$ cat config.mk
export PLATFORM = sky130hd
export DESIGN_NAME = script_token_scanner
export DESIGN_NICKNAME = d
export VERILOG_FILES = /design/src/hdl/stc_pkg.sv /design/src/hdl/script_token_scanner.sv /design/src/hdl/stc_front.sv /design/src/hdl/stc_queue.sv /design/src/hdl/stc_back.sv
export SDC_FILE = /design/constraint.sdc
export NUM_CORES = 1
export LEC_CHECK = 0
export BUFFER_PORTS_ARGS = -buffer_cell sky130_fd_sc_hd__buf_2
export CAP_MARGIN = 20
export CORE_ASPECT_RATIO = 1.25
export CORE_MARGIN = 2
export CORE_UTILIZATION = 55
export CTS_CLUSTER_SIZE = 30
export DETAILED_ROUTE_END_ITERATION = 7
export MAX_ROUTING_LAYER = met4
export PLACE_DENSITY = 0.78
export SLEW_MARGIN = 15
export SYNTH_ARGS = -nofsm -noshare
export SYNTH_HDL_FRONTEND = slang
export SYNTH_SLANG_ARGS = --single-unit
$ cat constraint.sdc
create_clock -name i_clk -period 14.9 [get_ports i_clk]
set_clock_uncertainty 0.05 [all_clocks]
set_input_delay 2.235 -clock i_clk [delete_from_list [all_inputs] [get_ports i_clk]]
set_output_delay 2.235 -clock i_clk [all_outputs]
set_load 0.005 [all_outputs]
$ cat src/hdl/stc_pkg.sv
// ---------------------------------------------------------------------------
// stc_pkg: shared types and constants of the script token scanner
// token kinds, scanner modes, keyword table and the front-to-back word format
// ---------------------------------------------------------------------------
`default_nettype none

package stc_pkg;

    localparam int TEXT_BYTES_MAX_DEF = 65536;
    localparam int KEYWORD_COUNT_DEF  = 14;
    localparam int KW_TABLE           = 14;
    localparam int QUEUE_DEPTH        = 4;

    // token kinds
    localparam logic [5:0] K_LPAREN  = 6'd0;
    localparam logic [5:0] K_RPAREN  = 6'd1;
    localparam logic [5:0] K_LBRACE  = 6'd2;
    localparam logic [5:0] K_RBRACE  = 6'd3;
    localparam logic [5:0] K_SEMI    = 6'd4;
    localparam logic [5:0] K_COMMA   = 6'd5;
    localparam logic [5:0] K_DOT     = 6'd6;
    localparam logic [5:0] K_MINUS   = 6'd7;
    localparam logic [5:0] K_PLUS    = 6'd8;
    localparam logic [5:0] K_SLASH   = 6'd9;
    localparam logic [5:0] K_STAR    = 6'd10;
    localparam logic [5:0] K_BANG    = 6'd11;
    localparam logic [5:0] K_BANG_EQ = 6'd12;
    localparam logic [5:0] K_EQUAL   = 6'd13;
    localparam logic [5:0] K_EQ_EQ   = 6'd14;
    localparam logic [5:0] K_LESS    = 6'd15;
    localparam logic [5:0] K_LESS_EQ = 6'd16;
    localparam logic [5:0] K_GREATER = 6'd17;
    localparam logic [5:0] K_GT_EQ   = 6'd18;
    localparam logic [5:0] K_IDENT   = 6'd19;
    localparam logic [5:0] K_STRING  = 6'd20;
    localparam logic [5:0] K_NUMBER  = 6'd21;
    localparam logic [5:0] K_KW0     = 6'd22;
    localparam logic [5:0] K_EOF     = 6'd36;
    localparam logic [5:0] K_ERROR   = 6'd37;

    // error codes
    localparam logic [1:0] E_NONE    = 2'd0;
    localparam logic [1:0] E_UNEXP   = 2'd1;
    localparam logic [1:0] E_UNTERM  = 2'd2;

    // scanner modes
    localparam logic [3:0] M_IDLE    = 4'd0;
    localparam logic [3:0] M_IDENT   = 4'd1;
    localparam logic [3:0] M_NUMBER  = 4'd2;
    localparam logic [3:0] M_NUM_DOT = 4'd3;
    localparam logic [3:0] M_FRAC    = 4'd4;
    localparam logic [3:0] M_STRING  = 4'd5;
    localparam logic [3:0] M_COMMENT = 4'd6;
    localparam logic [3:0] M_OP_BANG = 4'd7;
    localparam logic [3:0] M_OP_EQ   = 4'd8;
    localparam logic [3:0] M_OP_LT   = 4'd9;
    localparam logic [3:0] M_OP_GT   = 4'd10;

    typedef struct packed {
        logic [5:0]  kind;
        logic [15:0] start;
        logic [15:0] len;
        logic [1:0]  err;
    } t_token;

    // one word from front to back: up to three tokens of one input byte
    typedef struct packed {
        logic [1:0]       cnt;
        logic [15:0]      line;
        t_token [2:0]     tok;
    } t_bundle;

    function automatic logic [3:0] kw_len(input int k);
        logic [3:0] l;
        case (k)
            0: l = 4'd3;   1: l = 4'd4;   2: l = 4'd5;   3: l = 4'd3;
            4: l = 4'd6;   5: l = 4'd8;   6: l = 4'd2;   7: l = 4'd3;
            8: l = 4'd2;   9: l = 4'd5;   10: l = 4'd6;  11: l = 4'd4;
            12: l = 4'd3;  13: l = 4'd5;
            default: l = 4'd0;
        endcase
        return l;
    endfunction

    // keyword text, right justified, first character highest
    function automatic logic [63:0] kw_text(input int k);
        logic [63:0] t;
        case (k)
            0: t = 64'("and");      1: t = 64'("else");
            2: t = 64'("false");    3: t = 64'("for");
            4: t = 64'("struct");   5: t = 64'("function");
            6: t = 64'("if");       7: t = 64'("nil");
            8: t = 64'("or");       9: t = 64'("print");
            10: t = 64'("return");  11: t = 64'("true");
            12: t = 64'("var");     13: t = 64'("while");
            default: t = 64'd0;
        endcase
        return t;
    endfunction

endpackage

`default_nettype wire

$ cat src/hdl/script_token_scanner.sv
// ---------------------------------------------------------------------------
// script_token_scanner: streaming lexical scanner for a small script language
// one source byte a word in, tokens with kind, offset, length and line out
// ---------------------------------------------------------------------------
//
//  channel  direction  handshake                   payload
//  input    in         i_in_valid / o_in_stall     i_text_byte, i_end_of_text
//  output   out        o_out_valid / i_out_stall   o_token_*, o_error_code,
//                                                  o_last_of_run
//
//  the front accepts one byte every cycle while the word queue has room
//  a byte completes zero to three tokens; the back sends one token a cycle
//  while not stalled, so the sustained rate is one byte a cycle while tokens
//  average one or less; a token goes through front, queue and output register
//  output stall backs up through the queue to o_in_stall; reset is synchronous
//  and returns mode, position, line and keyword candidates to their start
// ---------------------------------------------------------------------------
`default_nettype none

module script_token_scanner
    import stc_pkg::*;
#(
    parameter int TEXT_BYTES_MAX = TEXT_BYTES_MAX_DEF,
    parameter int KEYWORD_COUNT  = KEYWORD_COUNT_DEF
) (
    input  wire logic        i_clk,
    input  wire logic        i_rst_n,
    input  wire logic        i_in_valid,
    output logic             o_in_stall,
    input  wire logic [7:0]  i_text_byte,
    input  wire logic        i_end_of_text,
    output logic             o_out_valid,
    input  wire logic        i_out_stall,
    output logic [5:0]       o_token_kind,
    output logic [15:0]      o_token_start,
    output logic [15:0]      o_token_length,
    output logic [15:0]      o_token_line,
    output logic [1:0]       o_error_code,
    output logic             o_last_of_run
);

    // front to queue
    logic    push;
    t_bundle word_in;
    // queue to back
    logic    full;
    logic    empty;
    logic    pop;
    t_bundle head;

    assign o_in_stall = full;

    // classifier: scanner mode, position, line, keyword candidates
    stc_front #(
        .TEXT_BYTES_MAX (TEXT_BYTES_MAX),
        .KEYWORD_COUNT  (KEYWORD_COUNT)
    ) u_front (
        .i_clk         (i_clk),
        .i_rst_n       (i_rst_n),
        .i_valid       (i_in_valid),
        .i_text_byte   (i_text_byte),
        .i_end_of_text (i_end_of_text),
        .i_full        (full),
        .o_push        (push),
        .o_bundle      (word_in)
    );

    // decoupling queue, words with no tokens are never written
    stc_queue u_queue (
        .i_clk   (i_clk),
        .i_rst_n (i_rst_n),
        .i_push  (push),
        .i_data  (word_in),
        .i_pop   (pop),
        .o_full  (full),
        .o_empty (empty),
        .o_head  (head)
    );

    // serialiser, marks the final token of each word
    stc_back u_back (
        .i_clk          (i_clk),
        .i_rst_n        (i_rst_n),
        .i_empty        (empty),
        .i_head         (head),
        .o_pop          (pop),
        .i_stall        (i_out_stall),
        .o_valid        (o_out_valid),
        .o_token_kind   (o_token_kind),
        .o_token_start  (o_token_start),
        .o_token_length (o_token_length),
        .o_token_line   (o_token_line),
        .o_error_code   (o_error_code),
        .o_last_of_run  (o_last_of_run)
    );

    // a word is never written into a full queue
    a_no_overflow: assert property (@(posedge i_clk) disable iff (!i_rst_n)
        push |-> !full)
        else $error("word written into full queue");

    // nothing is read from an empty queue
    a_no_underflow: assert property (@(posedge i_clk) disable iff (!i_rst_n)
        pop |-> !empty)
        else $error("word read from empty queue");

    // end of text always closes its word
    a_eof_last: assert property (@(posedge i_clk) disable iff (!i_rst_n)
        (o_out_valid && o_token_kind == K_EOF) |-> o_last_of_run)
        else $error("end of text token not last of its word");

    // error tokens carry a cause, other tokens none
    a_err_code: assert property (@(posedge i_clk) disable iff (!i_rst_n)
        o_out_valid |-> ((o_token_kind == K_ERROR) == (o_error_code != E_NONE)))
        else $error("error code does not match token kind");

endmodule

`default_nettype wire

$ cat src/hdl/stc_front.sv
// ---------------------------------------------------------------------------
// stc_front: byte classifier and scanner state
// takes a byte a cycle unless queue is full, forms the tokens it completes
// ---------------------------------------------------------------------------
`default_nettype none

module stc_front
    import stc_pkg::*;
#(
    parameter int TEXT_BYTES_MAX = TEXT_BYTES_MAX_DEF,
    parameter int KEYWORD_COUNT  = KEYWORD_COUNT_DEF
) (
    input  wire logic        i_clk,
    input  wire logic        i_rst_n,
    input  wire logic        i_valid,
    input  wire logic [7:0]  i_text_byte,
    input  wire logic        i_end_of_text,
    input  wire logic        i_full,
    output logic             o_push,
    output t_bundle          o_bundle
);

    localparam int POS_LIMIT_I = (TEXT_BYTES_MAX - 1) < 65535 ? (TEXT_BYTES_MAX - 1) : 65535;
    localparam logic [15:0] POS_LIMIT = 16'(POS_LIMIT_I);
    localparam int KW_USED = KEYWORD_COUNT < KW_TABLE ? KEYWORD_COUNT : KW_TABLE;
    localparam logic [13:0] KW_MASK = 14'((32'd1 << KW_USED) - 32'd1);

    logic [3:0]  r_mode, n_mode;
    logic [15:0] r_pos, n_pos;
    logic [15:0] r_start, n_start;
    logic [15:0] r_line, n_line;
    logic [13:0] r_cand, n_cand;
    t_bundle     b;
    logic        accept;

    function automatic t_token mk(input logic [5:0] kind, input logic [15:0] st,
                                  input logic [15:0] ln, input logic [1:0] er);
        t_token t;
        t.kind  = kind;
        t.start = st;
        t.len   = ln;
        t.err   = er;
        return t;
    endfunction

    function automatic t_bundle add(input t_bundle bi, input t_token t);
        t_bundle bo;
        bo = bi;
        if (bi.cnt != 2'd3) begin
            bo.tok[bi.cnt] = t;
            bo.cnt         = bi.cnt + 2'd1;
        end
        return bo;
    endfunction

    function automatic logic [13:0] filter(input logic [13:0] cand, input logic [15:0] idx,
                                           input logic [7:0] c);
        logic [13:0] keep;
        logic [3:0]  l;
        logic [2:0]  sh;
        logic [63:0] tx;
        keep = '0;
        for (int k = 0; k < KW_USED; k++) begin
            l  = kw_len(k);
            tx = kw_text(k);
            sh = 3'(l - 4'd1 - {1'b0, idx[2:0]});
            if (cand[k] && idx < {12'd0, l} && tx[{sh, 3'd0} +: 8] == c)
                keep[k] = 1'b1;
        end
        return keep;
    endfunction

    function automatic logic [5:0] ident_kind(input logic [13:0] cand, input logic [15:0] ln);
        logic [5:0] kd;
        kd = K_IDENT;
        for (int k = KW_USED - 1; k >= 0; k--) begin
            if (cand[k] && ln == {12'd0, kw_len(k)})
                kd = K_KW0 + 6'(k);
        end
        return kd;
    endfunction

    always_comb begin
        logic [15:0] adv;
        logic [15:0] len;
        logic [5:0]  pk;
        logic        done;
        logic        alpha;
        logic        digit;
        adv   = (r_pos < POS_LIMIT) ? r_pos + 16'd1 : r_pos;
        len   = (r_pos >= r_start) ? r_pos - r_start : 16'd0;
        alpha = (i_text_byte inside {[8'h61:8'h7a], [8'h41:8'h5a]}) || i_text_byte == 8'h5f;
        digit = i_text_byte inside {[8'h30:8'h39]};
        pk    = 6'h3f;
        done  = 1'b0;
        n_mode  = r_mode;
        n_pos   = r_pos;
        n_start = r_start;
        n_line  = r_line;
        n_cand  = r_cand;
        b       = '0;
        b.line  = r_line;

        if (!i_end_of_text) begin
            case (r_mode)
                M_IDENT: begin
                    if (alpha || digit) begin
                        n_cand = filter(r_cand, len, i_text_byte);
                        n_pos  = adv;
                        done   = 1'b1;
                    end
                end
                M_NUMBER: begin
                    if (digit) begin
                        n_pos = adv;
                        done  = 1'b1;
                    end else if (i_text_byte == 8'h2e) begin
                        n_mode = M_NUM_DOT;
                        n_pos  = adv;
                        done   = 1'b1;
                    end
                end
                M_NUM_DOT, M_FRAC: begin
                    if (digit) begin
                        n_mode = M_FRAC;
                        n_pos  = adv;
                        done   = 1'b1;
                    end
                end
                M_STRING: begin
                    if (i_text_byte == 8'h0a && r_line != 16'hffff)
                        n_line = r_line + 16'd1;
                    n_pos = adv;
                    if (i_text_byte == 8'h22) begin
                        b      = add(b, mk(K_STRING, r_start, adv - r_start, E_NONE));
                        n_mode = M_IDLE;
                    end
                    done = 1'b1;
                end
                M_COMMENT: begin
                    if (i_text_byte != 8'h0a) begin
                        n_pos = adv;
                        done  = 1'b1;
                    end
                end
                M_OP_BANG, M_OP_EQ, M_OP_LT, M_OP_GT: begin
                    if (i_text_byte == 8'h3d) begin
                        case (r_mode)
                            M_OP_BANG: pk = K_BANG_EQ;
                            M_OP_EQ:   pk = K_EQ_EQ;
                            M_OP_LT:   pk = K_LESS_EQ;
                            default:   pk = K_GT_EQ;
                        endcase
                        n_pos  = adv;
                        b      = add(b, mk(pk, r_start, adv - r_start, E_NONE));
                        n_mode = M_IDLE;
                        done   = 1'b1;
                    end
                end
                default: ;
            endcase
        end

        if (i_end_of_text || !done) begin
            // flush the pending token
            case (r_mode)
                M_IDENT:  b = add(b, mk(ident_kind(r_cand, len), r_start, len, E_NONE));
                M_NUMBER, M_FRAC: b = add(b, mk(K_NUMBER, r_start, len, E_NONE));
                M_NUM_DOT: begin
                    b = add(b, mk(K_NUMBER, r_start, (len != 0) ? len - 16'd1 : 16'd0,
                                  E_NONE));
                    b = add(b, mk(K_DOT, (r_pos != 0) ? r_pos - 16'd1 : 16'd0, 16'd1,
                                  E_NONE));
                end
                M_STRING:  b = add(b, mk(K_ERROR, r_start, len, E_UNTERM));
                M_OP_BANG: b = add(b, mk(K_BANG, r_start, len, E_NONE));
                M_OP_EQ:   b = add(b, mk(K_EQUAL, r_start, len, E_NONE));
                M_OP_LT:   b = add(b, mk(K_LESS, r_start, len, E_NONE));
                M_OP_GT:   b = add(b, mk(K_GREATER, r_start, len, E_NONE));
                default: ;
            endcase
            n_mode = M_IDLE;

            if (i_end_of_text) begin
                b       = add(b, mk(K_EOF, r_pos, 16'd0, E_NONE));
                n_pos   = '0;
                n_start = '0;
                n_line  = 16'd1;
                n_cand  = KW_MASK;
            end else begin
                n_start = r_pos;
                n_pos   = adv;
                case (i_text_byte)
                    8'h0a: begin
                        if (r_line != 16'hffff)
                            n_line = r_line + 16'd1;
                    end
                    8'h20, 8'h0d, 8'h09: ;
                    8'h23: n_mode = M_COMMENT;
                    8'h22: n_mode = M_STRING;
                    8'h21: n_mode = M_OP_BANG;
                    8'h3d: n_mode = M_OP_EQ;
                    8'h3c: n_mode = M_OP_LT;
                    8'h3e: n_mode = M_OP_GT;
                    8'h28: pk = K_LPAREN;
                    8'h29: pk = K_RPAREN;
                    8'h7b: pk = K_LBRACE;
                    8'h7d: pk = K_RBRACE;
                    8'h3b: pk = K_SEMI;
                    8'h2c: pk = K_COMMA;
                    8'h2e: pk = K_DOT;
                    8'h2d: pk = K_MINUS;
                    8'h2b: pk = K_PLUS;
                    8'h2f: pk = K_SLASH;
                    8'h2a: pk = K_STAR;
                    default: begin
                        if (alpha) begin
                            n_mode = M_IDENT;
                            n_cand = filter(KW_MASK, 16'd0, i_text_byte);
                        end else if (digit) begin
                            n_mode = M_NUMBER;
                        end else begin
                            pk = K_ERROR;
                        end
                    end
                endcase
                if (pk != 6'h3f)
                    b = add(b, mk(pk, r_pos, adv - r_pos,
                                  (pk == K_ERROR) ? E_UNEXP : E_NONE));
            end
        end
    end

    assign accept   = i_valid && !i_full;
    assign o_push   = accept && b.cnt != 2'd0;
    assign o_bundle = b;

    always_ff @(posedge i_clk) begin
        if (!i_rst_n) begin
            r_mode  <= M_IDLE;
            r_pos   <= '0;
            r_start <= '0;
            r_line  <= 16'd1;
            r_cand  <= KW_MASK;
        end else if (accept) begin
            r_mode  <= n_mode;
            r_pos   <= n_pos;
            r_start <= n_start;
            r_line  <= n_line;
            r_cand  <= n_cand;
        end
    end

endmodule

`default_nettype wire

$ cat src/hdl/stc_queue.sv
// ---------------------------------------------------------------------------
// stc_queue: short word queue between front and back
// lets the classifier run on while the back drains multi-token words
// ---------------------------------------------------------------------------
`default_nettype none

module stc_queue
    import stc_pkg::*;
(
    input  wire logic    i_clk,
    input  wire logic    i_rst_n,
    input  wire logic    i_push,
    input  t_bundle      i_data,
    input  wire logic    i_pop,
    output logic         o_full,
    output logic         o_empty,
    output t_bundle      o_head
);

    localparam int PW = $clog2(QUEUE_DEPTH);

    t_bundle       r_mem [QUEUE_DEPTH];
    logic [PW-1:0] r_wr, r_rd;
    logic [PW:0]   r_cnt;

    assign o_full  = r_cnt == (PW + 1)'(QUEUE_DEPTH);
    assign o_empty = r_cnt == '0;
    assign o_head  = r_mem[r_rd];

    always_ff @(posedge i_clk) begin
        if (i_push)
            r_mem[r_wr] <= i_data;
    end

    always_ff @(posedge i_clk) begin
        if (!i_rst_n) begin
            r_wr  <= '0;
            r_rd  <= '0;
            r_cnt <= '0;
        end else begin
            if (i_push)
                r_wr <= r_wr + 1'b1;
            if (i_pop)
                r_rd <= r_rd + 1'b1;
            if (i_push && !i_pop)
                r_cnt <= r_cnt + 1'b1;
            else if (!i_push && i_pop)
                r_cnt <= r_cnt - 1'b1;
        end
    end

endmodule

`default_nettype wire

$ cat src/hdl/stc_back.sv
// ---------------------------------------------------------------------------
// stc_back: token serialiser
// sends each word's tokens one a cycle unless stalled, via an output register
// ---------------------------------------------------------------------------
`default_nettype none

module stc_back
    import stc_pkg::*;
(
    input  wire logic     i_clk,
    input  wire logic     i_rst_n,
    input  wire logic     i_empty,
    input  t_bundle       i_head,
    output logic          o_pop,
    input  wire logic     i_stall,
    output logic          o_valid,
    output logic [5:0]    o_token_kind,
    output logic [15:0]   o_token_start,
    output logic [15:0]   o_token_length,
    output logic [15:0]   o_token_line,
    output logic [1:0]    o_error_code,
    output logic          o_last_of_run
);

    logic [1:0] r_idx;
    logic       load;
    logic       last;
    t_token     tk;

    assign load  = !i_empty && (!o_valid || !i_stall);
    assign tk    = i_head.tok[r_idx];
    assign last  = r_idx == i_head.cnt - 2'd1;
    assign o_pop = load && last;

    always_ff @(posedge i_clk) begin
        if (!i_rst_n) begin
            o_valid <= 1'b0;
            r_idx   <= '0;
        end else begin
            if (load) begin
                o_valid <= 1'b1;
                r_idx   <= last ? 2'd0 : r_idx + 2'd1;
            end else if (!i_stall) begin
                o_valid <= 1'b0;
            end
        end
    end

    always_ff @(posedge i_clk) begin
        if (load) begin
            o_token_kind   <= tk.kind;
            o_token_start  <= tk.start;
            o_token_length <= tk.len;
            o_token_line   <= i_head.line;
            o_error_code   <= tk.err;
            o_last_of_run  <= last;
        end
    end

endmodule

`default_nettype wire
==> flow_summary.toml, run 1 <==
[status]
outcome = "complete, no violations"

[cts]
cts_sinks = 683
holdBufCountCts = 0
cts_made_buffers = 67
htreeDepth = 3
cts.repair.resized = 0
clock_latency_ns = 0.62
clk_pin_slew_worst_paths_ns = 0.06
clk_path_buf_depth = 3
cts_tree = "built"
cts_root_buf = "clkbuf_16"
postCtsSetupRepairBufs = 0

[synthesis]
ys_seq_elements = 683
synth-xor-area-share_pct = 3.00
synth_top_family_by_area = "compound AO/OA/AOI/OAI gates"
yosysTopAreaCell = "edfxtp_1"
synth_warnings = 0
synth.most_common_cell = "edfxtp_1"
netlist.area_leader.share_pct = 54.2
synth-simple-area-share_pct = 10.9
syn_area_per_cell_um2 = 13.0
synthArstFlopShare_pct = 0
synth_mux_area_share_pct = 10.7
synth_compound_area_share_pct = 11.1
ys_types = 102
synthTopCellsByArea = "edfxtp_1, mux4_2, dfxtp_1, ha_1, a21oi_1"
synthAdderAreaFrac_pct = 2.81
ys_seq_area_share_pct = 58.8
synth_edf_count = 605
synthTopCellsByCount = "edfxtp_1, nand2_1, nor2_1"
syn_area_um2 = 33500
synth_flop_cell = "edfxtp_1"
syn_inst = 2590

[detailed_routing]
totalWireLength_um = 97800
wl_per_cell_um = 28.4
detail_route.vias_per_cell = 6.73
drtIter0Drc = 2897
drc = 0
firstDrtPassIters = 6
dr_total_vias = 23189
ant_nets = 0

[placed_design]
io_buffers = 71
placedInstanceArea_um2 = 34500
dp_hpwl_um = 65700
place_congestion = 1.01
dp_slack_ns = 6.55

[sta]
setup_ws_ns = 7.07
rsz0062_at_grt = "no"
fmax_ghz = 0.128
tns_ns = 0
report.final.slew_viol_count = 0
fin_crit_ns = 7.83
maxSlewHeadroom_pct = 17.8
setup_violations = 0
period_share_pct = 52.6
worst_slew_pin_slew_ns = 1.22
hold_viol = 0

[grt]
antenna_found_initial = 3
grt_pass1_vias = 22694
grt_use_total_pct = 31.9
grt-ovfl-total = 0
grt_max_degree = 69
grt_pass1_wl_um = 144000

[worst_setup_path]
r2r_setup_slack_ns = 8.12
arrival_ns = 8.01
cp-start-kind = "input pin"
worstPathMaxFanout = 49
crit_type = "in -> reg"
rr_worst_depth = 16
r2r_end = "u_queue.r_mem[2][17]$_DFFE_PP_"
r2r-start = "u_front.r_pos[1]$_SDFFE_PN0P_"
endpoint_kind = "register"
worstPathRequired_ns = 15.08

[min_path]
hold_end = "u_front.r_cand[12]$_SDFFE_PN1P_"
hold_depth = 2
hp-class = "reg -> reg"
hp-start = "u_front.r_cand[12]$_SDFFE_PN1P_"

[power_and_ir_drop]
p_leak_nw = 12.5
clockPowerShare_pct = 29.5
net-switching-power_mw = 1.72
switching_share_pct = 30.5
vdd_drop_max_mv = 0.106
power_frac_seq_pct = 45.4
intPower_mw = 3.91
power_density_nw_per_um2 = 153
comb_power_share_pct = 25.1

[die]
die_x_um = 225
io_pins = 72
num_rows = 101
start_util_pct = 55.4
dieArea_um2 = 63000
die_h_um = 280
core_um2 = 60500

[finish]
seqCellArea_um2 = 19700
drive_above_1_share_pct = 15.4
area_growth_syn_to_layout_pct = 9.39
stdcell_area_um2 = 36700
nets = 2701
multiInputGateArea_um2 = 13000
fillers = 4470

[run]
cap_violations = 0
## layout by cell type (no fill, tap or decap), types with 15 or more instances in the layout
master     Yosys  final
a21o_1        15     15
a21oi_1      148    148
a22o_1        19     19
a22oi_1       33     33
a31oi_1       21     21
and2_1        22     18
and3_1        15     15
buf_2         23     72
buf_4          4     37
clkbuf_16      0     70
clkinv_1       4     15
dfxtp_1       78     76
edfxtp_1     605    605
ha_1          69     69
inv_1         58     57
mux2i_1       47     47
mux4_2       137    137
nand2_1      186    186
nand2b_1      29     29
nand3_1       50     50
nand4_1       18     18
nor2_1       169    167
nor2b_1       64     63
nor3_1        93     93
o21ai_0      144    143
o21ai_1       17     18
or2_2         15     15
or3_1         15     15
xnor2_1       76     76
xor2_1        39     39
## power by group through the flow
stage / registers (mW) / logic (mW) / clock network (mW)
floorplan: 2.58 / 0.916 / 0
global placement: 2.57 / 1.39 / 0
detailed placement: 2.59 / 1.40 / 0
CTS: 2.56 / 1.42 / 1.68
global route: 2.58 / 1.51 / 1.74
finish: 2.55 / 1.42 / 1.66
## cell type report
type	instances	area share (%)
timing repair buffer	109	1.74
clock inverter	39	0.893
tap	772	2.63
clock buffer	83	4.91
antenna	5	0.0341
multi-input combinational	1689	35.3
inverter	65	0.665
sequential	683	53.8
## worst max path at each step
stage                         startpoint                              end  slack (ns)  cells after the start
final                     i_text_byte[4]  u_queue.r_mem[0][111]$_DFFE_PP_        7.07                     13
after global routing      i_text_byte[4]  u_queue.r_mem[0][111]$_DFFE_PP_        6.71                     13
after CTS                 i_text_byte[4]   u_queue.r_mem[0][30]$_DFFE_PP_        7.17                     13
after detailed placement  i_text_byte[4]  u_queue.r_mem[0][109]$_DFFE_PP_        6.55                     13
after global placement    i_text_byte[4]  u_queue.r_mem[0][107]$_DFFE_PP_        6.67                     13
after floorplan           i_text_byte[0]    u_queue.r_mem[0][0]$_DFFE_PP_        6.68                     12
## stage by stage
| step | util (%) | cells | power, mW | hold slack [ns] |
|---|---|---|---|---|
| 2_1_floorplan | - | 2601 | 3.49 | 0.386 |
| 3_3_place_gp | 57.1 | 3316 | 3.96 | 0.413 |
| 3_5_place_dp | 57.1 | 3317 | 3.99 | 0.413 |
| 4_1_cts | 60.6 | 3439 | 5.65 | 0.421 |
| 5_1_grt | 60.6 | 3443 | 5.82 | 0.442 |
| 6_report | 60.6 | 3445 | 5.63 | 0.421 |
## registers in the layout, indices dropped and copies added (netlist names), named ones only
signal                 count
u_queue.r_wr               2
u_queue.r_mem            548
u_back.o_token_start      16
u_back.o_token_kind        6
u_back.o_token_length     16
u_front.r_start           16
u_back.o_error_code        2
u_front.r_cand            14
u_queue.r_rd               2
u_back.o_token_line       16
u_back.o_last_of_run       1
u_front.r_pos             16
u_queue.r_cnt              3
u_front.r_mode             4
u_back.o_valid             1
u_front.r_line            16
u_back.r_idx               2
## logic make-up after synthesis
logic type,count (synthesis)
muxes,187
adders and majority gates,73
AOI/OAI and AO/OA,570
buffers and inverters,229
and+or+nand+nor,732
other,1
DFF,683
xor gates and xnor gates,115
## routing by layer
| metal | routed length (µm) | GRT usage, % | up-vias |
|---|---|---|---|
| met5 | 0 | - | - |
| met4 | 5190 | 16.0 | 0 |
| met3 | 7950 | 4.17 | 281 |
| met2 | 47900 | 51.0 | 1269 |
| met1 | 36700 | 40.3 | 11634 |
| li1 | - | - | 10005 |
## critical path, cell delays in order
cell,delay [ns]
buf_2,0.49
nand4bb_1,0.45
nor3_1,0.64
a21boi_0,0.48
o21a_1,0.20
buf_4,0.49
o21ai_0,0.22
nand3_1,0.14
o21ai_1,0.17
a21oi_4,0.32
and2_4,0.65
buf_4,0.70
buf_4,0.72
Power figures use the tool's default switching activity.
==> run 2: changes to the inputs <==
- clock period: 14.9 -> 7.85 ns (I/O delays scaled with it)
==> run 2 against run 1 <==
Worst setup slack worse by 6.0 ns. Largest power group unchanged. Final area is 0.30% higher. Wire length is 2.2% lower. Via count is 0.67% lower. Worst hold slack worse by 0.0012 ns. Utilization is 0.18 points higher. Highest routed layer unchanged. Clock power is 93% higher. Critical path depth is 4 higher. Clock-buffer cell count is 4 lower.
==> flow_summary.toml, run 2 (synthesis results as in run 1) <==
[grt]
antenna_found_initial = 3
grt-ovfl-total = 0
grt_pass1_wl_um = 144000
grt_pass1_vias = 22985
grt_use_total_pct = 31.6
grt_max_degree = 87

[detailed_routing]
detail_route.vias_per_cell = 6.69
ant_nets = 0
drc = 0
totalWireLength_um = 95600
drtIter0Drc = 2700
dr_total_vias = 23033
wl_per_cell_um = 27.8
firstDrtPassIters = 6

[finish]
drive_above_1_share_pct = 15.5
post-route-util_pct = 60.8
largest_register_ff_count = 548
fillers = 4547
final_common_cell = "edfxtp_1"
nets = 2700
stdcell_area_um2 = 36800
regMostFlops = "u_queue.r_mem"
area_growth_syn_to_layout_pct = 9.72
seqCellArea_um2 = 19700
multiInputGateArea_um2 = 13000
final_cell_mix = "edfxtp_1, nand2_1, nor2_1"
stdcell_count = 3443

[worst_setup_path]
endpoint_kind = "register"
worstPathRequired_ns = 8.17
worstPathMaxFanout = 17
arrival_ns = 7.06
r2r-start = "u_front.r_pos[0]$_SDFFE_PN0P_"
r2r_end = "u_queue.r_mem[0][15]$_DFFE_PP_"
cp-start-kind = "register"
crit_type = "reg -> reg"
rr_worst_depth = 17
r2r_setup_slack_ns = 1.11

[cts]
cts_sinks = 683
htreeDepth = 3
clk_pin_slew_worst_paths_ns = 0.06
clock_latency_ns = 0.64
postCtsSetupRepairBufs = 0
clk_path_buf_depth = 3
cts.repair.resized = 0
cts_made_buffers = 67
cts_root_buf = "clkbuf_16"
holdBufCountCts = 0
cts_tree = "built"

[die]
core_um2 = 60500
start_util_pct = 55.4
io_pins = 72
die_x_um = 225
num_rows = 101
dieArea_um2 = 63000
die_h_um = 280

[placed_design]
placedInstanceArea_um2 = 34600
io_buffers = 71
dp_hpwl_um = 63700
place_congestion = 0.983
dp.cells = 3315
dp_slack_ns = 1.36

[min_path]
hp-start = "u_front.r_cand[12]$_SDFFE_PN1P_"
hold_end = "u_front.r_cand[12]$_SDFFE_PN1P_"
hold_depth = 2
hp-class = "reg -> reg"

[sta]
setup_violations = 0
tns_ns = 0
fmax_ghz = 0.148
period_share_pct = 85.8
rsz0062_at_grt = "no"
maxSlewHeadroom_pct = 25.1
report.final.slew_viol_count = 0
hold_viol = 0
holdWs_ns = 0.420
setup_ws_ns = 1.11
fin_crit_ns = 6.74
worst_slew_pin_slew_ns = 1.11

[power_and_ir_drop]
p_leak_nw = 12.5
clockPowerShare_pct = 29.9
switching_share_pct = 30.1
vdd_drop_max_mv = 0.177
power_density_nw_per_um2 = 291
comb_power_share_pct = 25.1
intPower_mw = 7.48
net-switching-power_mw = 3.22
finalPower_mw = 10.7
power_frac_seq_pct = 45.0

[status]
outcome = "complete, no violations"

[run]
cap_violations = 0
-- run 2: cell types whose count changed in the layout (fill, tap and decap cells not counted), moves of 2 or more --
cell       change
bufinv_16      +2
clkbuf_1       -3
clkinv_4       +2
buf_4          -5
inv_16         +2
buf_12         +4
clkbuf_16      -2
-- run 2: power by group through the flow --
| stage | clock [mW] | combinational (mW) | sequential, mW |
|---|---|---|---|
| floorplan | 0 | 1.74 | 4.89 |
| global placement | 0 | 2.64 | 4.84 |
| detailed placement | 0 | 2.67 | 4.88 |
| CTS | 3.23 | 2.69 | 4.82 |
| global route | 3.36 | 2.87 | 4.86 |
| finish | 3.20 | 2.69 | 4.81 |
-- run 2: cell type report --
type / instances / area share (%)
Antenna cell: 4 / 0.0272
Clock buffer: 79 / 4.76
Clock inverter: 43 / 1.19
Inverter: 65 / 0.663
Multi-Input combinational cell: 1689 / 35.3
Sequential cell: 683 / 53.6
Tap cell: 772 / 2.62
Timing Repair Buffer: 108 / 1.86
-- run 2: worst max-delay path by stage --
stage	start	end	depth (start not counted)	slack [ns]
global placement	u_front.r_pos[0]$_SDFFE_PN0P_	u_queue.r_mem[0][15]$_DFFE_PP_	17	1.59
finish	u_front.r_pos[0]$_SDFFE_PN0P_	u_queue.r_mem[0][15]$_DFFE_PP_	17	1.11
floorplan	i_text_byte[0]	u_queue.r_mem[0][0]$_DFFE_PP_	12	0.69
global route	u_front.r_pos[0]$_SDFFE_PN0P_	u_queue.r_mem[0][15]$_DFFE_PP_	17	0.75
CTS	u_front.r_pos[0]$_SDFFE_PN0P_	u_queue.r_mem[1][17]$_DFFE_PP_	17	1.33
detailed placement	u_front.r_pos[0]$_SDFFE_PN0P_	u_queue.r_mem[0][15]$_DFFE_PP_	17	1.36
-- run 2: layer usage --
layer | track usage [%] | routed length, µm | vias to the layer above
li1 | - | - | 9998
met1 | 38.6 | 35900 | 11524
met2 | 50.6 | 47300 | 1213
met3 | 5.08 | 6870 | 298
met4 | 17.1 | 5500 | 0
met5 | - | 0 | -
-- run 2: critical path, stage by stage (launching register included) --
cell and delay, ns:
dfxtp_1 0.63, inv_1 0.20, ha_1 0.27, fa_1 0.48, nand2b_1 0.21, a21oi_1 0.24, o21a_1 0.23, o31ai_4 0.17
nor2_2 0.87, clkinv_1 0.77, ha_1 0.46, nor2b_1 0.19, o41ai_2 0.33, nand4_1 0.18, a211oi_1 0.34, o21ai_0 0.15
a211oi_1 0.25, a2bb2oi_1 0.43
